$ cat config.mk
export PLATFORM = sky130hd
export DESIGN_NAME = asl_slot_cell
export DESIGN_NICKNAME = d
export VERILOG_FILES = /design/src/rtl/asl_pkg.sv /design/src/rtl/asl_slot_cell.sv
export SDC_FILE = /design/constraint.sdc
export NUM_CORES = 1
export LEC_CHECK = 0
export ABC_AREA = 1
export BUFFER_PORTS_ARGS = -buffer_cell sky130_fd_sc_hd__buf_2
export CAP_MARGIN = 20
export CORE_MARGIN = 2
export CORE_UTILIZATION = 40
export DETAILED_ROUTE_END_ITERATION = 10
export HOLD_SLACK_MARGIN = 0.03
export PLACE_DENSITY = 0.78
export SYNTH_ARGS = -nofsm -noshare
export SYNTH_HDL_FRONTEND = slang
export SYNTH_SLANG_ARGS = --single-unit
$ cat constraint.sdc
create_clock -name clk -period 4.6 [get_ports clk]
set_clock_uncertainty 0.1 [all_clocks]
set_input_delay 0.23 -clock clk [delete_from_list [all_inputs] [get_ports clk]]
set_output_delay 0.23 -clock clk [all_outputs]
set_load 0.03 [all_outputs]
$ cat src/rtl/asl_pkg.sv
// ----------------------------------------------------------------------------
// Accumulating slot line package
// Sizes, derived widths, item codes and the structures passed between the
// slot cells, the waiting FIFO and the top level.
// ----------------------------------------------------------------------------
package asl_pkg;

    localparam int LINE_SLOTS = 1024;
    localparam int WAIT_DEPTH = 64;
    localparam int ID_BITS    = 16;

    localparam int LAST_SLOT  = LINE_SLOTS - 1;
    localparam int WAIT_IDX_W = (WAIT_DEPTH > 1) ? $clog2(WAIT_DEPTH) : 1;
    localparam int WAIT_CNT_W = $clog2(WAIT_DEPTH + 1);
    localparam int LINE_CNT_W = $clog2(LINE_SLOTS + 1);

    // Widths of the fields on the ports, fixed by the word formats.
    localparam int USER_W       = 16;
    localparam int IN_TDATA_W   = 16;
    localparam int OUT_FIELDS_W = 1 + USER_W + 1 + USER_W + 1 + 1;
    localparam int OUT_TDATA_W  = ((OUT_FIELDS_W + 7) / 8) * 8;

    typedef enum logic {
        ACT_TICK   = 1'b0,
        ACT_INSERT = 1'b1
    } action_t;

    // What one slot holds, and what it offers to the slot above it.
    typedef struct packed {
        logic               occ;
        logic [ID_BITS-1:0] user;
    } slot_state_t;

    // Status of the waiting FIFO as seen by the line.
    typedef struct packed {
        logic               full;
        logic               not_empty;
        logic [ID_BITS-1:0] head;
    } wait_status_t;

endpackage

$ cat src/rtl/asl_slot_cell.sv
// ----------------------------------------------------------------------------
// Slot cell
// One place of the line. On a tick it keeps its user, or the last place lets
// it leave, if it and all places above are occupied; else takes the one below.
// ----------------------------------------------------------------------------
module asl_slot_cell (
    input  logic                clk,
    input  logic                rst_n,
    input  logic                advance,
    input  logic                leave_when_held,
    input  logic                blocked_in,
    input  asl_pkg::slot_state_t below,
    output asl_pkg::slot_state_t held,
    output logic                blocked_out
);
    import asl_pkg::*;

    logic               occ_reg;
    logic               occ_next;
    logic [ID_BITS-1:0] user_reg;
    logic [ID_BITS-1:0] user_next;

    // A cell is blocked when it and every cell above it are occupied.
    assign blocked_out = occ_reg & blocked_in;

    assign held.occ  = occ_reg;
    assign held.user = user_reg;

    always_comb
    begin
        occ_next  = occ_reg;
        user_next = user_reg;
        if (advance)
        begin
            if (blocked_out)
            begin
                occ_next = ~leave_when_held;
            end
            else
            begin
                occ_next  = below.occ;
                user_next = below.user;
            end
        end
    end

    always_ff @(posedge clk or negedge rst_n)
    begin
        if (!rst_n)
        begin
            occ_reg <= 1'b0;
        end
        else
        begin
            occ_reg <= occ_next;
        end
    end

    always_ff @(posedge clk)
    begin
        user_reg <= user_next;
    end

endmodule

# Word level (Yosys, flattened, before mapping)
# Cells that the tools add are included.
word_totals:
  latchBits: 0
  output_inout_bits: 18
  mem_bits_rw: 0
  inputBits: 22
  ff_bits: 17
  memories: 0
  mem_bits_ro: 0
  elab_cells: 7
op_classes:
  eq_ne: 0
  multipliers: 0
  muxes: 1
  addsub: 0
  bitwise: 3
  n_reduce_logical: 1
  div: 0
  order_cmp: 0
  n_shift: 0
ops:
  columns: ["op", "count"]
  rows:
  - ["$not 1->1", 2]
  - ["$reduce_and 2->1", 1]
  - ["$and 1x1->1", 1]
  - ["$mux 1", 1]

# Logic depth before layout (Yosys ltp)
# Gate-level depths: netlist of the first run.
logic_depth:
  ltp_word: 3
  ltp_mapped: 4
  ltp_nobuf: 4

# Worst setup path after synthesis of the first run
# No wires, ideal clock.
synth_path:
  path_type: "reg2reg"
  start: "register occ_reg"
  end: "register user_reg[0] (enable)"
  path_slack_ns: 2.765
  arrival_ns: 1.347
  stages_incl_launch_ff: 4
  synth_period_minus_slack_ns: 1.835
  cell_sequence: "dfrtp_1 > nand2_1 > inv_1 > nor2_1"
synth_via:
  elab_chain_cells: 3
synth_rtl:
  columns: ["element", "line", "source"]
  rows:
  - ["from (decl)", "asl_slot_cell.sv:18", "logic occ_reg;"]
  - ["from (signal assigned)", "asl_slot_cell.sv:55", "occ_reg <= occ_next;"]
  - ["$and 1x1->1", "asl_slot_cell.sv:24", "assign blocked_out = occ_reg & blocked_in;"]
  - ["via blocked_out", "asl_slot_cell.sv:14", "output logic blocked_out"]
  - ["$not 1->1 (no line)", null, null]
  - ["$reduce_and 2->1 (no line)", null, null]
  - ["to (signal assigned)", "asl_slot_cell.sv:61", "user_reg <= user_next;"]
  - ["to (decl)", "asl_slot_cell.sv:20", "logic [ID_BITS-1:0] user_reg;"]
# The timed path passes the listed nets, and every way through them passes these cells.
# A chain may end at the register's enable or synchronous reset.

# Worst setup path in the final report of the first run
layout_path:
  start: "register occ_reg"
  end: "register user_reg[15] (enable)"
layout_via:
  elab_chain_cells: 3
layout_rtl:
  columns: ["element", "line"]
  rows:
  - ["$and 1x1->1", "asl_slot_cell.sv:24"]
  - ["$not 1->1 (no line)", null]
  - ["$reduce_and 2->1 (no line)", null]
# Every way passes these cells.

==> results of run 1 <==
==> how the worst min path moves through the flow <==
stage / endpoint / slack (ns)
detailed placement: occ_reg / -0.1
finish: occ_reg / 0.10
CTS: user_reg[1] / 0.04
floorplan: occ_reg / -0.17
global route: occ_reg / 0.12
global placement: occ_reg / -0.09
==> layer usage <==
| metal | part of all wire | up-vias | global-route usage |
|---|---|---|---|
| li1 | - | 218 | - |
| met1 | 0.39 | 211 | 0.2599 |
| met2 | 0.58 | 10 | 0.3164 |
| met3 | 0.022 | 2 | 0.03261 |
| met4 | 0.0056 | 0 | 0.07258 |
| met5 | 0 | - | 0 |
==> kinds of logic (layout without fill, tap and decap cells) <==
kind of cell / Yosys count / count (layout) / share of synthesized area
flops: 17 / 17 / 0.9140
simple gates: 7 / 7 / 0.05202
buf+inv: 4 / 64 / 0.03394
==> what timing repair did <==
action,CTS,global route
hold buffers,16,1
gates resized for setup,0,0
endpoints found under the hold margin,16,1
==> per-stage QoR <==
| step | instance area, µm² | util |
|---|---|---|
| global route | 967.2 | 0.7433 |
| detailed placement | 759.5 | 0.5837 |
| global placement | 759.5 | 0.5837 |
| finish | 967.2 | 0.7433 |
| CTS | 945.9 | 0.7269 |
| floorplan | 553.0 | - |
==> cell usage in the layout, fill, tap and decap left out, drive strengths merged <==
cell          n
buf          40
dlygate4sd3  17
edfxtp       16
nand2         4
clkbuf        4
inv           3
nand3         2
nor2          1
dfrtp         1
==> area by class of cell <==
type                       instances  area [µm²]
clock buffer                       4       26.28
fill                              86       334.1
inverter                           3       11.26
multi-input combinational          7       28.78
sequential                        17       505.5
tap                               15       18.77
timing repair buffer              57       376.6
==> power groups by stage <==
stage / Combinational (mW) / Clock, mW / Sequential [mW]
finish: 0.0619 / 0.0766 / 0.185
global route: 0.0661 / 0.0868 / 0.186
global placement: 0.0476 / 0 / 0.188
detailed placement: 0.0482 / 0 / 0.189
CTS: 0.0587 / 0.0764 / 0.185
floorplan: 0.0114 / 0 / 0.207
==> critical path, cell delays in order, from the launching register on <==
cell     delay [ns]
dfrtp_1        0.42
nand2_1        0.11
inv_1          0.06
nor2_1         0.29
buf_6          0.22
==> metrics.txt, run 1 <==
vias in the first global route 424; Worst-path clk slew 0.09 ns; CTS tree built; grt ovf 0; outcome completed; worst r2r src occ_reg; Worst setup EP type register; pin count of the biggest net entering global routing 17; IO buf count 39; Routed Antenna Nets 0; minimum clock period 1.485 ns; final worst-path cycle share 0.3228; CP max FO 13; clock latency on the worst-skew pair 0.28 ns; Starting Density 0.4250; Ant. Diodes 0; most frequent cells after synthesis edfxtp_1, nand2_1, inv_1, nand3_1; Seq cells post-synth 17; hold slack 0.1016 ns; final hold viol count 0; share of cells above drive strength 1 0.4886; WP data required 4.49 ns; Die W 41.19 µm; Post-route DRC 0; Final WS setup 3.115 ns; Detailed Route Iter0 Violations 7; WL final 1416 µm; Setup Crit Path Kind reg2reg; first-pass GRT wire length 1959 µm; max cap viols 0; clk buf depth 2; sequential share of power 0.572; setup TNS 0 ns; R2R depth 4; FMAX 673.4 MHz; Ys Warns 0; Tot Pwr 0.3235 mW; vias 441; # clock sinks 17; average wire per standard cell 13.75 µm; number of synthesized flops with an enable pin 16; core area 1301 µm²; most common cell in the netlist edfxtp_1; Pwr per Cell Area 334.5 nW/µm²; crit path capture user_reg[15]; HP Start advance; Inst Count DP 81; Nets 111; Logic pwr share 0.191; initial antenna violation count 0; leak pwr 0.4479 nW; H-Tree Depth 1; Num CTS Buffers 3; worst vdd ir 0.3345 mV; Post-Synthesis Cell Area 553.0 µm²; DR pass1 iterations 4; Post-CTS Setup Bufs 0; Synth cell types 7; P_sw 0.08308 mW; Slew headroom 0.7582; Tightest Pin Transition 0.3614 ns; RSZ-0062 raised after global routing no; register-to-register setup slack 3.12 ns; Place WS 2.675 ns; max-slew violation count 0; root buf cell clkbuf_4; ranking of synthesized cells by area edfxtp_1, dfrtp_1, nand2_1, inv_1, nand3_1; Net Count, Synth 50; clock power share 0.237; Worst Setup SP occ_reg; Setup-failing EPs final 0; row cnt 13; worst reg2reg endpoint user_reg[15]; Post-synth top flop edfxtp_1; Hold Path Class in2reg; post-DR vias/cell 4.282; Post-Layout Cell Count 103; P&R area growth vs syn 74.89%; Tot GR Track Use 0.1942; biggest area consumer among synthesized cells edfxtp_1; placed wire-length estimate 806.1 µm; cell count after synthesis 28; crit path DAT 1.38 ns; ys async rst share 0.05882; I/O pins 40; DIE AREA 1696 µm²; Cells on Worst Hold Path 3; max reg flops 16; Synth top area share 0.8688; Die H 41.19 µm; CP startpoint kind register; Cell Int Power 0.2404 mW; Sw Ratio 0.2568; syn avg cell area 19.75 µm²; sequential fraction of the synthesis area 0.9140; GP Congestion 0.6731
(Power assumes the default switching activity.)
==> inputs of run 2 (changes only) <==
--- a/config.mk
+++ b/config.mk
@@ -5,14 +5,15 @@
 export SDC_FILE = /design/constraint.sdc
 export NUM_CORES = 1
 export LEC_CHECK = 0
-export ABC_AREA = 1
+export ABC_AREA = 0
 export BUFFER_PORTS_ARGS = -buffer_cell sky130_fd_sc_hd__buf_2
 export CAP_MARGIN = 20
+export CORE_ASPECT_RATIO = 0.9
 export CORE_MARGIN = 2
-export CORE_UTILIZATION = 40
+export CORE_UTILIZATION = 37
 export DETAILED_ROUTE_END_ITERATION = 10
 export HOLD_SLACK_MARGIN = 0.03
-export PLACE_DENSITY = 0.78
+export PLACE_DENSITY = 0.73
 export SYNTH_ARGS = -nofsm -noshare
 export SYNTH_HDL_FRONTEND = slang
 export SYNTH_SLANG_ARGS = --single-unit
==> constraint.sdc (replaced) <==
create_clock -name clk -period 1.4 [get_ports clk]
set_clock_uncertainty 0.1 [all_clocks]
set_input_delay 0.07 -clock clk [delete_from_list [all_inputs] [get_ports clk]]
set_output_delay 0.07 -clock clk [all_outputs]
set_load 0.03 [all_outputs]
==> run 2 against run 1 <==
  * Final cell count stayed put
  * Sequential share of layout area is 1.8 points lower
  * Flip-flop and latch count stayed put
  * First-iteration DRC count is 43% lower
  * Worst hold slack better by 0.30 ns
  * Sequential power grew to 3.3 times the previous value
  * Synthesized cell count is 11% lower
  * Largest power group unchanged
  * Clock-buffer cell count stayed put
  * Combinational power grew to 3.5 times the previous value
  * Area after synthesis stayed put
  * Non-clock buffer count is 3 higher
  * Register-to-register slack worse by 3.0 ns
==> metrics.txt, run 2 <==
Synth cell types 9 (+2); sequential fraction of the synthesis area 0.9140 (unchanged); worst reg2reg endpoint user_reg[5]; worst vdd ir 0.7716 mV (+130%); WL final 1326 µm (-6.4%); vias 447 (+1.4%); Pwr per Cell Area 1078 nW/µm² (+220%); register-to-register setup slack 0.08 ns (-3.04 ns); leak pwr 0.4436 nW (-0.95%); outcome completed; Tot Pwr 1.079 mW (+230%); Slew headroom 0.7691 (+0.01088); initial antenna violation count 0 (unchanged); Setup-failing EPs final 0 (unchanged); clock latency on the worst-skew pair 0.28 ns (about the same); CP startpoint kind input pin; grt ovf 0 (unchanged); max reg flops 16 (unchanged); PostCTS Resize Cnt 0 (unchanged); P&R area growth vs syn 81.00%; Detailed Route Iter0 Violations 4 (-3); Worst setup EP type register; pin count of the biggest net entering global routing 17 (unchanged); Tightest Pin Transition 0.3464 ns (-0.01498 ns); Cells on Worst Hold Path 2 (-1); max-slew violation count 0 (unchanged); I/O pins 40 (unchanged); Starting Density 0.3908 (-0.03420); Nets 111 (unchanged); root buf cell clkbuf_4; most common cell in the netlist edfxtp_1; Die W 44.75 µm (+8.7%); Seq cells post-synth 17 (unchanged); Tot GR Track Use 0.1652 (-0.02904); row cnt 13 (unchanged); Setup Crit Path Kind in2reg; Post-synth top flop edfxtp_1; ranking of synthesized cells by area edfxtp_1, dfrtp_1, and4_1, and2_2, buf_4; Post-Synthesis Cell Area 553.0 µm² (unchanged); Top delay family on crit path buffers and inverters; max cap viols 0 (unchanged); R2R depth 2 (-2); Ant. Diodes 0 (unchanged); Cell Int Power 0.8007 mW (+230%); crit-path max cell delay 0.54 ns (+0.12 ns); Post-route DRC 0 (unchanged); RSZ-0062 raised after global routing no; biggest area consumer among synthesized cells edfxtp_1; syn avg cell area 22.12 µm² (+12%); CP max-delay cell dlygate4sd3_1; final hold viol count 0 (unchanged); CTS tree built; Worst-path clk slew 0.09 ns (about the same); WP data required 1.25 ns (-3.24 ns); Ys Warns 0 (unchanged); DR pass1 iterations 4 (unchanged); # clock sinks 17 (unchanged); GP Congestion 0.6522 (-3.1%); Net Count, Synth 47 (-6.0%); P_sw 0.2786 mW (+240%); Synth top area share 0.8688 (unchanged); worst path buffer plus inverter count 2 (unchanged); minimum clock period 1.346 ns; vias in the first global route 462 (+9.0%); Hold Path Class in2reg; HP Start below[7]; number of synthesized flops with an enable pin 16 (unchanged); sequential share of power 0.566 (-0.006); most frequent cells after synthesis edfxtp_1, nand2_1; IO buf count 39 (unchanged); setup TNS 0 ns (unchanged); core area 1415 µm² (+8.8%); DIE AREA 1820 µm² (+7.3%); Logic pwr share 0.201 (+0.010); CP max FO 16 (+3); Sw Ratio 0.2581 (+0.001296); most frequent cells in the layout buf_2, dlygate4sd3_1, edfxtp_1, clkbuf_4, nand2_1; clock power share 0.233 (-0.004); crit path DAT 1.20 ns (-0.18 ns); Die H 40.68 µm (-1.2%); share of cells above drive strength 1 0.4773 (-0.01136); cell count after synthesis 25 (-11%); placed wire-length estimate 720.4 µm (-11%); average wire per standard cell 12.87 µm (-6.4%); critical-path cell list dlygate4sd3_1 > buf_2 > nand2_1 > and2_2; FMAX 743.2 MHz; Worst Hold End user_reg[7]; worst r2r src occ_reg; Routed Antenna Nets 0 (unchanged); commonest non-fill, non-tap cell in the layout buf_2; Num CTS Buffers 3 (unchanged); clk buf depth 2 (unchanged); first-pass GRT wire length 1883 µm (-3.9%); post-DR vias/cell 4.340 (+1.4%); final worst-path cycle share 0.9611; ys async rst share 0.05882 (unchanged); H-Tree Depth 1 (unchanged)
[run 2: cell count changes after synthesis, sizes merged]
cell	before	now
inv	3	1
nor2	1	0
and2	0	1
nand2b	0	1
nand2	4	2
a31oi	0	1
and4	0	1
nand3	2	0
[run 2: how the worst max path moves through the flow]
stage	from	to	slack (ns)	cells past startpoint
5_1_grt	occ_reg	user_reg[5]	0.008	2
3_5_place_dp	occ_reg	user_reg[15]	0.07	2
4_1_cts	advance	occ_reg	0.05	5
3_3_place_gp	occ_reg	user_reg[15]	0.12	2
2_1_floorplan	occ_reg	user_reg[0]	0.18	2
6_report	blocked_in	user_reg[5]	0.05	4
[run 2: per-layer routing]
layer / GRT usage / share of wire / vias to the layer above / wire length (µm)
met3: 0.03965 / 0.063 / 2 / 84
met5: 0 / 0 / - / 0
met2: 0.3696 / 0.60 / 19 / 802
li1: - / - / 220 / -
met1: 0.1358 / 0.33 / 206 / 435
met4: 0.06818 / 0.0030 / 0 / 4
[run 2: kinds of logic (layout without fill, tap and decap cells)]
logic type | Yosys count | after routing | share of synthesized area
buffers and inverters | 2 | 65 | 0.02036
DFF | 17 | 17 | 0.9140
and+or+nand+nor | 5 | 5 | 0.05432
AOI/OAI and AO/OA | 1 | 1 | 0.01132
[run 2: repair_timing]
item | in CTS | in global routing
buffers inserted | 0 | 0
hold buffers | 23 | 0
setup endpoints to repair | 0 | 1
hold endpoints to repair | 18 | 0
[run 2: final cells by class]
class                           instances  area (µm²)
Sequential cell                        17       505.5
Multi-Input combinational cell          6       36.28
Fill cell                             104       414.1
Clock buffer                            4       26.28
Inverter                                1       3.754
Tap cell                               15       18.77
Timing Repair Buffer                   60       410.4
[run 2: power by group through the flow]
stage,clock [mW],combinational (mW),sequential [mW]
4_1_cts,0.257,0.218,0.610
6_report,0.252,0.217,0.611
3_3_place_gp,0,0.167,0.620
2_1_floorplan,0,0.0443,0.686
3_5_place_dp,0,0.169,0.622
5_1_grt,0.282,0.230,0.615
[run 2: worst reg2reg max path, delay by kind of cell (launching register included)]
kind | cells | cell delay (ns)
flops | 1 | 0.42
simple gates | 2 | 0.48
[run 2: metrics by stage]
step / util / cell area, µm² / setup WS, ns / instances / hold slack, ns
2_1_floorplan: - / 553.0 / 0.1837 / 25 / -0.3256
3_5_place_dp: 0.5367 / 759.5 / 0.07160 / 78 / -0.2546
4_1_cts: 0.7179 / 1016 / 0.05426 / 105 / 0.3892
3_3_place_gp: 0.5367 / 759.5 / 0.1237 / 78 / -0.2549
5_1_grt: 0.7073 / 1001 / 0.007920 / 103 / 0.3905
6_report: 0.7073 / 1001 / 0.05443 / 103 / 0.3995
