<file path="config.mk">
export PLATFORM = sky130hd
export DESIGN_NAME = asl_wait_fifo
export DESIGN_NICKNAME = d
export VERILOG_FILES = /design/src/rtl/asl_pkg.sv /design/src/rtl/asl_wait_fifo.sv
export SDC_FILE = /design/constraint.sdc
export NUM_CORES = 1
export LEC_CHECK = 0
export BUFFER_PORTS_ARGS = -buffer_cell sky130_fd_sc_hd__clkbuf_2
export CAP_MARGIN = 0
export CORE_ASPECT_RATIO = 1.5
export CORE_MARGIN = 4
export CORE_UTILIZATION = 40
export CTS_BUF_LIST = sky130_fd_sc_hd__clkbuf_8
export CTS_CLUSTER_SIZE = 12
export DETAILED_ROUTE_END_ITERATION = 6
export MAX_ROUTING_LAYER = met4
export PLACE_DENSITY = 0.56
export RECOVER_POWER = 50
export SETUP_SLACK_MARGIN = 0.5
export SYNTH_ARGS = -nofsm -noshare
export SYNTH_HDL_FRONTEND = slang
export SYNTH_SLANG_ARGS = --single-unit
export TNS_END_PERCENT = 10
</file>
<file path="constraint.sdc">
create_clock -name clk -period 4 [get_ports clk]
set_input_delay 0.4 -clock clk [delete_from_list [all_inputs] [get_ports clk]]
set_output_delay 0.4 -clock clk [all_outputs]
set_load 0.01 [all_outputs]
</file>
<file path="src/rtl/asl_pkg.sv">
// ----------------------------------------------------------------------------
// Accumulating slot line package
// Sizes, derived widths, item codes and the structures passed between the
// slot cells, the waiting FIFO and the top level.
// ----------------------------------------------------------------------------
package asl_pkg;

    localparam int LINE_SLOTS = 1024;
    localparam int WAIT_DEPTH = 64;
    localparam int ID_BITS    = 16;

    localparam int LAST_SLOT  = LINE_SLOTS - 1;
    localparam int WAIT_IDX_W = (WAIT_DEPTH > 1) ? $clog2(WAIT_DEPTH) : 1;
    localparam int WAIT_CNT_W = $clog2(WAIT_DEPTH + 1);
    localparam int LINE_CNT_W = $clog2(LINE_SLOTS + 1);

    // Widths of the fields on the ports, fixed by the word formats.
    localparam int USER_W       = 16;
    localparam int IN_TDATA_W   = 16;
    localparam int OUT_FIELDS_W = 1 + USER_W + 1 + USER_W + 1 + 1;
    localparam int OUT_TDATA_W  = ((OUT_FIELDS_W + 7) / 8) * 8;

    typedef enum logic {
        ACT_TICK   = 1'b0,
        ACT_INSERT = 1'b1
    } action_t;

    // What one slot holds, and what it offers to the slot above it.
    typedef struct packed {
        logic               occ;
        logic [ID_BITS-1:0] user;
    } slot_state_t;

    // Status of the waiting FIFO as seen by the line.
    typedef struct packed {
        logic               full;
        logic               not_empty;
        logic [ID_BITS-1:0] head;
    } wait_status_t;

endpackage

</file>
<file path="src/rtl/asl_wait_fifo.sv">
// ----------------------------------------------------------------------------
// Waiting FIFO
// Circular store of user ids waiting for the first slot. The head word is
// kept registered so that the line can take it in the cycle of a tick.
// ----------------------------------------------------------------------------
module asl_wait_fifo (
    input  logic                        clk,
    input  logic                        rst_n,
    input  logic                        push,
    input  logic                        pop,
    input  logic [asl_pkg::ID_BITS-1:0] push_id,
    output asl_pkg::wait_status_t       status
);
    import asl_pkg::*;

    logic [ID_BITS-1:0]    mem [WAIT_DEPTH];
    logic [ID_BITS-1:0]    head_data_reg;
    logic [WAIT_IDX_W-1:0] head_reg;
    logic [WAIT_IDX_W-1:0] head_next;
    logic [WAIT_IDX_W-1:0] tail_reg;
    logic [WAIT_IDX_W-1:0] tail_next;
    logic [WAIT_CNT_W-1:0] count_reg;
    logic [WAIT_CNT_W-1:0] count_next;

    always_comb
    begin
        head_next = head_reg;
        if (pop)
        begin
            head_next = (head_reg == WAIT_IDX_W'(WAIT_DEPTH - 1)) ? '0
                                                                  : head_reg + WAIT_IDX_W'(1);
        end
        tail_next = tail_reg;
        if (push)
        begin
            tail_next = (tail_reg == WAIT_IDX_W'(WAIT_DEPTH - 1)) ? '0
                                                                  : tail_reg + WAIT_IDX_W'(1);
        end
        count_next = count_reg;
        if (push && !pop)
        begin
            count_next = count_reg + WAIT_CNT_W'(1);
        end
        else if (pop && !push)
        begin
            count_next = count_reg - WAIT_CNT_W'(1);
        end
    end

    always_ff @(posedge clk or negedge rst_n)
    begin
        if (!rst_n)
        begin
            head_reg  <= '0;
            tail_reg  <= '0;
            count_reg <= '0;
        end
        else
        begin
            head_reg  <= head_next;
            tail_reg  <= tail_next;
            count_reg <= count_next;
        end
    end

    // The read port follows the next head; a word written into an empty
    // FIFO lands at that same place and is forwarded straight to the head.
    always_ff @(posedge clk)
    begin
        if (push)
        begin
            mem[tail_reg] <= push_id;
        end
        if (push && (tail_reg == head_next))
        begin
            head_data_reg <= push_id;
        end
        else
        begin
            head_data_reg <= mem[head_next];
        end
    end

    assign status.full      = (count_reg == WAIT_CNT_W'(WAIT_DEPTH));
    assign status.not_empty = (count_reg != '0);
    assign status.head      = head_data_reg;

`ifndef SYNTH
    a_count_in_range: assert property (@(posedge clk) disable iff (!rst_n)
        count_reg <= WAIT_CNT_W'(WAIT_DEPTH))
        else $error("waiting FIFO count beyond its depth");

    a_no_push_when_full: assert property (@(posedge clk) disable iff (!rst_n)
        push |-> !status.full)
        else $error("push into a full waiting FIFO");

    a_no_pop_when_empty: assert property (@(posedge clk) disable iff (!rst_n)
        pop |-> (status.not_empty && !push))
        else $error("pop from an empty waiting FIFO or pop with push");
`endif

endmodule

</file>
======== Word level (Yosys, flattened, before mapping) ========
Memory sizes are Yosys's and may differ from the RTL's. A register that Yosys moved wholly into a read port is not among the register bits.
Cells that the tools add are included.
storage, ports and cells
  word-level logic and storage cells ...... 24
  bits of input ports ..................... 20
  register bits after elaboration ......... 19
  memories kept ........................... 1
  memory bits (writable) .................. 1024
  output and inout port bits .............. 18
operators by class
  reductions and logical operators ........ 6
  $add $sub $neg .......................... 4
  muxes and demuxes ....................... 7
  eq/ne operators ......................... 3
memories
  memory  depth  width  read ports  clocked after Yosys merged registers in  wr ports  RTL line             text
  mem     64     16     1           1                                        1         asl_wait_fifo.sv:16  logic [ID_BITS-1:0] mem [WAIT_DEPTH];
operators with widths
  kind                                               count
  two-way mux 6 bit                                  3
  two-way mux 7 bit                                  2
  adder 6 x 1 -> 6 bit (second input constant)       2
  equality test 6 bit (second input constant)        2
  adder 7 x 1 -> 7 bit (second input constant)       1
  equality test 7 bit (second input constant)        1
  nonzero test 7 bit                                 1
  subtractor 7 x 1 -> 7 bit (second input constant)  1
  logical AND 1 bit                                  2
  zero test 1 bit                                    2
  two-way mux 1 bit                                  2
  nonzero test 2 bit                                 1

======== Longest topological paths before layout ========
Gate-level depths: netlist of run 1.
  depth after elaboration ................. 4
  mapped depth ............................ 9
  depth with buffers taken out ............ 9

======== Least setup slack after synthesis of run 1 ========
OpenSTA, ideal clock, no wires.
  path kind ............................... input-to-reg
  from .................................... in push
  to ...................................... mem mem[40][0] (enable)
  path slack .............................. 1178 ps
  stages .................................. 3
  setup time .............................. 430 ps
  arrival time ............................ 2392 ps
  path buffers ............................ 1
  path through ............................ buf_1 nand4b_1 nor4_1
on the way
  word-level cells in the longest chain between the ends .. 2
RTL lines
  element                                  RTL line             text
  from (decl)                              asl_wait_fifo.sv:9   input logic push,
  two-way mux 1 bit                        asl_wait_fifo.sv:70  if (push)
  two-way mux 1 bit (not written as such)  asl_wait_fifo.sv:72  mem[tail_reg] <= push_id;
  to (decl)                                asl_wait_fifo.sv:16
Every way passes these cells.

==> impl_metrics.json, run 1 <==
{
  "synth_area_leaders": "edfxtp_1 76%, mux4_2 12%, mux2i_1 2.5%",
  "synth_seq_area_share_pct": 77.5,
  "critPathKind": "flop to primary output",
  "placedInstanceArea_um2": 43000,
  "fin_tns_setup_ns": 0,
  "first_iter_violations": 1771,
  "synthFlopType": "edfxtp_1",
  "synth.top_cell.area_share_pct": 76.1,
  "antenna_found_initial": 2,
  "hold_class": "input port to flop",
  "total_power_w": 0.0307,
  "max_freq_ghz": 0.273,
  "grt_max_degree": 65,
  "clockBufferDepth": 3,
  "sequentialPowerShare_pct": 41.9,
  "outcome": "finished, violations left",
  "timing.max_cap.violations": 21,
  "gp_congestion": 0.850,
  "crit_path_max_fanout": 13,
  "grt_overflow": 0,
  "combinationalPowerShare_pct": 32.3,
  "die_x_um": 268,
  "async_flop_share_pct": 1.81,
  "dieArea_um2": 106000,
  "die_h_um": 397,
  "mostFrequentLayoutCell": "edfxtp_1",
  "fin_crit_ns": 3.66,
  "layout.cells.most_common_list": "1024 x edfxtp_1, 210 x mux4_2, 153 x clkbuf_8",
  "vias_per_cell": 5.70,
  "final_nets": 2241,
  "multi_input_area_um2": 8730,
  "power.internal_w": 0.0210,
  "drive_gt1_share_pct": 28.0,
  "clk_pin_slew_worst_paths_ns": 0.06,
  "synth_cell_types": 56,
  "netlist_area_um2": 40400,
  "yosys_warnings": 0,
  "start_kind": "flop",
  "worstMarginPinSlew_ns": 3.18,
  "setup_viol": 0,
  "rsz0062_at_grt": "true",
  "pwr-share-clk_pct": 25.8,
  "first_global_vias": 21400,
  "core_area_um2": 100000,
  "p_sw_w": 0.00977,
  "final.setup_skew_ns": 0.0233,
  "io_buffers": 37,
  "power.density_nw_per_um2": 660,
  "h-tree-depth": 4,
  "route.detailed.drc": 0,
  "synth_area_per_cell_um2": 21.1,
  "drtPass1Iterations": 5,
  "cts_buffers": 148,
  "failed_checks": "capacitance limit, slew limit",
  "dpl.hpwl_um": 67100,
  "synth_edf_count": 1024,
  "syn_nets": 1949,
  "cts_tree": "built",
  "insertion_delay_ns": 0.84,
  "hold_violations": 0,
  "p_sw_share_pct": 31.8,
  "wl_um": 108000,
  "worstPathRequired_ns": 3.60,
  "vias": 20600,
  "root_buffer": "clkbuf_8",
  "leakage_nw": 15.1,
  "grt_pass1_wl_um": 155000,
  "cp.arrival_ns": 3.26,
  "wl_per_cell_um": 30.0,
  "nFillCells": 8503,
  "postLayoutCellArea_um2": 46600,
  "num_io_pins": 38,
  "ir_worst_vdd_v": 0.000523,
  "seq_area_um2": 31400,
  "drtAntennaViolNets": 0,
  "cts_sinks": 1049,
  "start_util_pct": 40.3,
  "ys_ff_latch": 1049,
  "synth_cells": 1920,
  "largest_register_ffs": 1024,
  "synth_top_cell_by_area": "edfxtp_1",
  "maxSlewHeadroom_pct": -112,
  "fp-row-count": 142,
  "report.final.slew_viol_count": 806,
  "period_share_pct": 91.5,
  "synthToLayoutAreaGrowth_pct": 15.2,
  "critPathCaptureType": "primary output",
  "track_usage_pct": 21.2
}
-- power groups by stage --
stage / sequential, W / combinational [W] / clock [W]
floorplan: 0.0129 / 0.00568 / 0
global placement: 0.0133 / 0.00856 / 0
detailed placement: 0.0134 / 0.00862 / 0
CTS: 0.0128 / 0.00987 / 0.00813
global route: 0.0129 / 0.0104 / 0.00866
finish: 0.0129 / 0.00993 / 0.00794
-- cell type report --
cell class,count,area share [%]
inverter,11,0.0886
antenna,3,0.0161
clock buffer,153,4.52
multi-input combinational,765,18.7
tap,1296,3.48
timing repair buffer,237,4.49
sequential,1049,67.3
clock inverter,106,1.32
-- metal layers --
layer	global-route usage [%]	share of wire [%]
met4	8.03	3.8
met2	36.6	54
met5	-	0
met3	3.98	5.5
met1	24.7	37
-- cells by family (layout without fill, tap and decap cells) --
group                    after synthesis  in the layout  synth area share [%]
flip-flops                          1049           1049                  77.5
other                                  0              3                     0
buffers and inverters                106            507                  1.53
multiplexers                         313            313                  14.3
XOR/XNOR                              11             11                 0.238
AND/OR/NAND/NOR                      255            255                  3.10
AO/OA/AOI/OAI                        177            177                  3.06
adder cells (fa/ha/maj)                9              9                 0.297
-- repair_timing --
| action | in CTS | in global routing |
|---|---|---|
| endpoints found under the setup margin | 16 | 16 |
| buffers inserted | 29 | 15 |
| hold buffers | 3 | 0 |
| cloned | 2 | 1 |
| resized for setup | 51 | 10 |
| endpoints found under the hold margin | 39 | 0 |
| pin swaps | 6 | 4 |
-- final timing paths --
| kind | from | end | slack (ns) | cells after the start |
|---|---|---|---|---|
| worst min-delay path | push | tail_reg[0] | 0.09 | 2 |
| worst min register to register | head_reg[5] | flop | 0.52 | 1 |
| worst max-delay path | flop | status[5] | 0.34 | 8 |
| max in group asynchronous | rst_n | head_reg[3] | 2.82 | 2 |
| min in group asynchronous | rst_n | count_reg[1] | 0.39 | 2 |
| worst max register to register | tail_reg[1] | mem[33][4] | 1.53 | 4 |
-- cell usage after synthesis (3+ instances only) --
| library cell | instances |
|---|---|
| a211oi_1 | 18 |
| a21oi_1 | 3 |
| a221oi_1 | 7 |
| a22oi_1 | 60 |
| and2_1 | 3 |
| and3_1 | 9 |
| and4_1 | 4 |
| buf_1 | 4 |
| buf_2 | 38 |
| buf_4 | 17 |
| buf_6 | 14 |
| clkbuf_1 | 20 |
| dfrtp_1 | 19 |
| dfxtp_1 | 6 |
| edfxtp_1 | 1024 |
| ha_1 | 8 |
| inv_1 | 10 |
| mux2_2 | 3 |
| mux2i_1 | 100 |
| mux4_2 | 210 |
| nand2_1 | 54 |
| nand2b_1 | 6 |
| nand3_1 | 16 |
| nand4_1 | 11 |
| nand4b_1 | 4 |
| nor2_1 | 82 |
| nor2b_1 | 8 |
| nor3_1 | 23 |
| nor3b_1 | 4 |
| nor4_1 | 10 |
| o211ai_1 | 8 |
| o21ai_0 | 14 |
| o21ai_1 | 6 |
| o22a_1 | 4 |
| o22ai_1 | 46 |
| o32ai_1 | 5 |
| or3_1 | 11 |
| xnor2_1 | 9 |
-- metrics by stage --
stage                     util, %  setup WS, ns  instances  hold slack, ns
final                        46.5         0.339       3620          0.0908
after global routing         46.5         0.244       3618          0.0263
after CTS                    46.4         0.272       3601          0.0232
after detailed placement     42.9         0.561       3308           0.448
after global placement       42.9         0.557       3308           0.434
after floorplan                 -          1.18       1920           0.104
-- critical path, cell delays in order (launching register included) --
cell      delay (ns)
dfxtp_4         0.36
buf_12          0.17
buf_16          0.19
buf_4           0.13
mux4_2          0.48
mux2i_1         0.39
o21ai_1         0.13
or3_4           0.41
clkbuf_2        0.15
Power figures use the tool's default switching activity.
==> inputs of run 2 (changes only) <==
--- a/config.mk
+++ b/config.mk
@@ -10,10 +10,10 @@
 export CORE_ASPECT_RATIO = 1.5
 export CORE_MARGIN = 4
-export CORE_UTILIZATION = 40
+export CORE_UTILIZATION = 38
 export CTS_BUF_LIST = sky130_fd_sc_hd__clkbuf_8
 export CTS_CLUSTER_SIZE = 12
 export DETAILED_ROUTE_END_ITERATION = 6
 export MAX_ROUTING_LAYER = met4
-export PLACE_DENSITY = 0.56
+export PLACE_DENSITY = 0.53
 export RECOVER_POWER = 50
 export SETUP_SLACK_MARGIN = 0.5
==> constraint.sdc (replaced) <==
create_clock -name clk -period 4 [get_ports clk]
set_input_delay 0.4 -clock clk [delete_from_list [all_inputs] [get_ports clk]]
set_output_delay 0.4 -clock clk [all_outputs]
set_load 0.005 [all_outputs]
==> impl_metrics.json, run 2 (same netlist as run 1, synthesis figures left out) <==
{
  "r2r_setup_slack_ns": 1.48,
  "antenna_found_initial": 3,
  "fp-row-count": 146,
  "hold_violations": 0,
  "h-tree-depth": 4,
  "vias": 20400,
  "fin_crit_ns": 3.68,
  "rsz0062_at_grt": "true",
  "globalRouteMet2Util_pct": 35.1,
  "timing.max_cap.violations": 21,
  "clk_pin_slew_worst_paths_ns": 0.06,
  "grt_pass1_wl_um": 157000,
  "first_iter_violations": 1809,
  "die_x_um": 274,
  "max_freq_ghz": 0.272,
  "report.final.slew_viol_count": 771,
  "final_nets": 2241,
  "synthToLayoutAreaGrowth_pct": 16.2,
  "cp_slowest_stage_delay_ns": 0.52,
  "layout.cells.most_common_list": "1024 x edfxtp_1, 210 x mux4_2, 154 x clkbuf_8",
  "cp.arrival_ns": 3.28,
  "period_share_pct": 92.0,
  "worstPathRequired_ns": 3.60,
  "first_global_vias": 21300,
  "wl_um": 111000,
  "grt_overflow": 0,
  "root_buffer": "clkbuf_8",
  "ir_worst_vdd_v": 0.000374,
  "power.density_nw_per_um2": 663,
  "grtUsageMet3_pct": 3.43,
  "dieArea_um2": 112000,
  "dpl.hpwl_um": 67800,
  "start_kind": "flop",
  "outcome": "finished, violations left",
  "mostFrequentLayoutCell": "edfxtp_1",
  "core_area_um2": 106000,
  "cts_buffers": 150,
  "largest_register_ffs": 1024,
  "crit_path_max_fanout": 6,
  "track_usage_pct": 20.3,
  "failed_checks": "capacitance limit, slew limit",
  "placedInstanceArea_um2": 43000,
  "gp_congestion": 0.848,
  "route.detailed.drc": 0,
  "leakage_nw": 15.2,
  "hold_class": "input port to flop",
  "endpoint": "status[0]",
  "num_io_pins": 38,
  "worstHoldStart": "push",
  "vias_per_cell": 5.48,
  "reg2regPathDepth": 3,
  "critPathCaptureType": "primary output",
  "wl_per_cell_um": 29.6,
  "setup_viol": 0,
  "r2r_end": "mem[63][14]",
  "start_util_pct": 38.3,
  "final.setup_skew_ns": 0.0250,
  "drive_gt1_share_pct": 29.0,
  "gr-max-usage-layer": "met2",
  "postLayoutCellArea_um2": 47000,
  "r2r-start": "tail_reg[2]",
  "fin_tns_setup_ns": 0,
  "drtPass1Iterations": 5,
  "worstMarginPinSlew_ns": 2.82,
  "die_h_um": 408,
  "io_buffers": 37,
  "critPathKind": "flop to primary output",
  "slowest_stage": "mux4_2",
  "insertion_delay_ns": 0.82,
  "crit_chain": "buf_12, clkbuf_16, mux4_2, a22oi_2, nand4_1, or3_1, clkbuf_2",
  "maxSlewHeadroom_pct": -88.0,
  "grt_use_met1_pct": 23.6,
  "clockBufferDepth": 3,
  "drtAntennaViolNets": 0,
  "grt_max_degree": 55,
  "cts_tree": "built",
  "cts_sinks": 1049
}
-- run 2: critical path, delay by kind of cell (launching register included) --
kind            cells  cell delay [ns]
simple gates        2             0.77
mux                 1             0.52
buf+inv             3             0.45
flops               1             0.40
compound gates      1             0.33
-- run 2: how the worst min path moves through the flow --
stage | end | slack [ns] | cells past startpoint
2_1_floorplan | count_reg[0] | 0.10 | 0
3_3_place_gp | count_reg[5] | 0.42 | 1
3_5_place_dp | count_reg[5] | 0.42 | 1
4_1_cts | tail_reg[0] | 0.002 | 2
5_1_grt | tail_reg[0] | 0.01 | 2
6_report | tail_reg[0] | 0.07 | 2
-- run 2: power by group --
part | internal, W | switching (W) | leakage (nW)
Combinational | 0.00463 | 0.00568 | 4.14
Clock | 0.00391 | 0.00403 | 1.56
Sequential | 0.0126 | 0.000331 | 9.49
-- run 2: repair_timing --
action,4_1_cts,5_1_grt
pin swaps,14,12
resized for setup,115,16
endpoints found under the hold margin,35,0
buffers inserted,26,15
hold buffers,3,0
cloned,5,5
setup endpoints to repair,16,16
-- run 2: routing by layer --
| layer | vias to the layer above | wire length, µm |
|---|---|---|
| li1 | 8657 | - |
| met1 | 10900 | 41000 |
| met2 | 695 | 59200 |
| met3 | 202 | 5710 |
| met4 | 0 | 4690 |
| met5 | - | 0 |
-- run 2: metrics by stage --
stage | total power, W | hold WS [ns] | std cells | setup slack [ns] | utilization, %
floorplan | 0.0185 | 0.104 | 1920 | 1.18 | -
global placement | 0.0217 | 0.418 | 3412 | 0.375 | 40.7
detailed placement | 0.0218 | 0.421 | 3412 | 0.394 | 40.7
CTS | 0.0310 | 0.00241 | 3709 | 0.338 | 44.3
global route | 0.0324 | 0.0132 | 3730 | 0.285 | 44.5
finish | 0.0311 | 0.0651 | 3730 | 0.320 | 44.5
-- run 2: layout make-up --
class | count | area [µm²]
inverters | 11 | 41.3
clock inverters | 109 | 611
repair buffers | 235 | 2240
diodes | 1 | 2.50
clock buffers | 154 | 2120
multi-input cells | 765 | 8860
flip-flops and latches | 1049 | 31400
well taps | 1406 | 1760
fillers | 9183 | 58600
==> inputs of run 3 (changes only) <==
--- a/config.mk
+++ b/config.mk
@@ -15,5 +15,4 @@
 export DETAILED_ROUTE_END_ITERATION = 6
 export MAX_ROUTING_LAYER = met4
-export PLACE_DENSITY = 0.53
 export RECOVER_POWER = 50
 export SETUP_SLACK_MARGIN = 0.5
==> constraint.sdc (replaced) <==
create_clock -name clk -period 4 [get_ports clk]
set_input_delay 0.4 -clock clk [delete_from_list [all_inputs] [get_ports clk]]
set_output_delay 0.4 -clock clk [all_outputs]
set_load 0.05 [all_outputs]
==> impl_metrics.json, run 3 (same netlist as run 1, synthesis figures left out) <==
{
  "outcome": "finished, violations left",
  "failed_checks": "capacitance limit, slew limit",
  "crit_chain": "buf_12, buf_4, mux4_2, a22oi_2, nand4_1, or3_4, clkbuf_8",
  "grt_max_degree": 65,
  "slowest_stage": "mux4_2",
  "cts_sinks": 1049,
  "dieArea_um2": 112000,
  "grt_pass1_wl_um": 150000,
  "report.final.slew_viol_count": 744,
  "dp_slack_ns": 0.449,
  "setup_viol": 0,
  "layout_setup_ws_ns": 0.263,
  "track_usage_pct": 19.2,
  "timing.max_cap.violations": 16,
  "die_h_um": 408,
  "layout.cells.most_common_list": "1024 x edfxtp_1, 210 x mux4_2, 152 x clkbuf_8",
  "io_buffers": 37,
  "dpl.hpwl_um": 65100,
  "core_area_um2": 106000,
  "vias": 20400,
  "drtPass1Iterations": 5,
  "sequentialPowerShare_pct": 40.9,
  "maxSlewHeadroom_pct": -143,
  "max_freq_ghz": 0.268,
  "first_iter_violations": 1837,
  "p_sw_w": 0.0103,
  "fp-row-count": 146,
  "cp_top_family": "simple AND/OR/NAND/NOR gates",
  "first_global_vias": 21700,
  "fin_tns_setup_ns": 0,
  "cts_buffers": 143,
  "cts_tree": "built",
  "cp.arrival_ns": 3.34,
  "cp_slowest_stage_delay_ns": 0.50,
  "multi_input_area_um2": 8780,
  "gp_congestion": 0.890,
  "hold_class": "input port to asynchronous set/reset pin",
  "dp_cells": 3420,
  "grt_overflow": 0,
  "seq_area_um2": 31400,
  "wl_um": 103000,
  "pwr-share-clk_pct": 24.8,
  "drtAntennaViolNets": 0,
  "worstMarginPinSlew_ns": 3.65,
  "critPathBufInv": 3,
  "synthToLayoutAreaGrowth_pct": 15.8,
  "wl_per_cell_um": 27.8,
  "vias_per_cell": 5.47,
  "clk_pin_slew_worst_paths_ns": 0.07,
  "start_util_pct": 38.3,
  "rsz0062_at_grt": "true",
  "period_share_pct": 93.4,
  "final.setup_skew_ns": 0.0205,
  "clockBufferDepth": 3,
  "antenna_found_initial": 7,
  "final_nets": 2225,
  "h-tree-depth": 4,
  "critPathCaptureType": "primary output",
  "stdcell_count": 3718,
  "insertion_delay_ns": 0.78,
  "num_io_pins": 38,
  "power.internal_w": 0.0211,
  "critPathKind": "flop to primary output",
  "mostFrequentLayoutCell": "edfxtp_1",
  "route.detailed.drc": 0,
  "crit_path_max_fanout": 7,
  "drive_gt1_share_pct": 28.6,
  "largest_register_ffs": 1024,
  "worstPathRequired_ns": 3.60,
  "p_sw_share_pct": 32.9,
  "power.density_nw_per_um2": 672,
  "die_x_um": 274,
  "fin_crit_ns": 3.74,
  "combinationalPowerShare_pct": 34.3,
  "leakage_nw": 15.0,
  "root_buffer": "clkbuf_8",
  "hold_violations": 0,
  "start_kind": "flop",
  "ir_worst_vdd_v": 0.000869,
  "nFillCells": 9136
}
## run 3: worst paths after layout
path,startpoint,to,slack [ns],cells after the start
min in group clk,push_id[1],mem[2][1],0.43,1
worst max register to register,tail_reg[2],mem[63][8],1.47,3
max in group asynchronous,rst_n,head_reg[0],2.99,2
worst min register to register,head_reg[2],flop,0.52,1
worst max-delay path,flop,status[3],0.26,7
worst min-delay path,rst_n,head_reg[3],0.36,2
## run 3: power groups by stage
stage / sequential, W / clock (W) / combinational, W
floorplan: 0.0129 / 0 / 0.00639
global placement: 0.0133 / 0 / 0.00898
detailed placement: 0.0134 / 0 / 0.00905
global route: 0.0129 / 0.00850 / 0.0113
CTS: 0.0128 / 0.00800 / 0.0109
finish: 0.0129 / 0.00780 / 0.0108
## run 3: per-layer routing
metal | wire (µm) | global-route usage (%) | part of all wire (%)
met1 | 37100 | 21.2 | 36
met2 | 56200 | 34.0 | 54
met3 | 4520 | 2.55 | 4.4
met4 | 5690 | 9.59 | 5.5
met5 | 0 | - | 0
## run 3: area by class of cell
cell class	instances	share of cell area (%)
timing repair buffer	226	4.62
sequential	1049	67.0
clock inverter	107	1.37
tap	1406	3.76
inverter	11	0.0882
antenna	5	0.0267
clock buffer	149	4.38
multi-input combinational	765	18.8
## run 3: timing repair
item                                   CTS  global route
resized for setup                      107             6
buffers inserted                        28             0
hold buffers                             3             0
setup endpoints to repair               16            16
pin swaps                               11             2
endpoints found under the hold margin   26             0
cloned                                   6             0
## run 3: stage by stage
| step | total power [W] | hold WS [ns] | utilization [%] | area, µm² |
|---|---|---|---|---|
| final | 0.0315 | 0.358 | 44.3 | 46800 |
| after global routing | 0.0327 | 0.419 | 44.3 | 46800 |
| after CTS | 0.0317 | 0.0769 | 44.4 | 46900 |
| after detailed placement | 0.0224 | 0.383 | 40.8 | 43100 |
| after global placement | 0.0223 | 0.376 | 40.8 | 43100 |
| after floorplan | 0.0193 | 0.104 | - | 40400 |
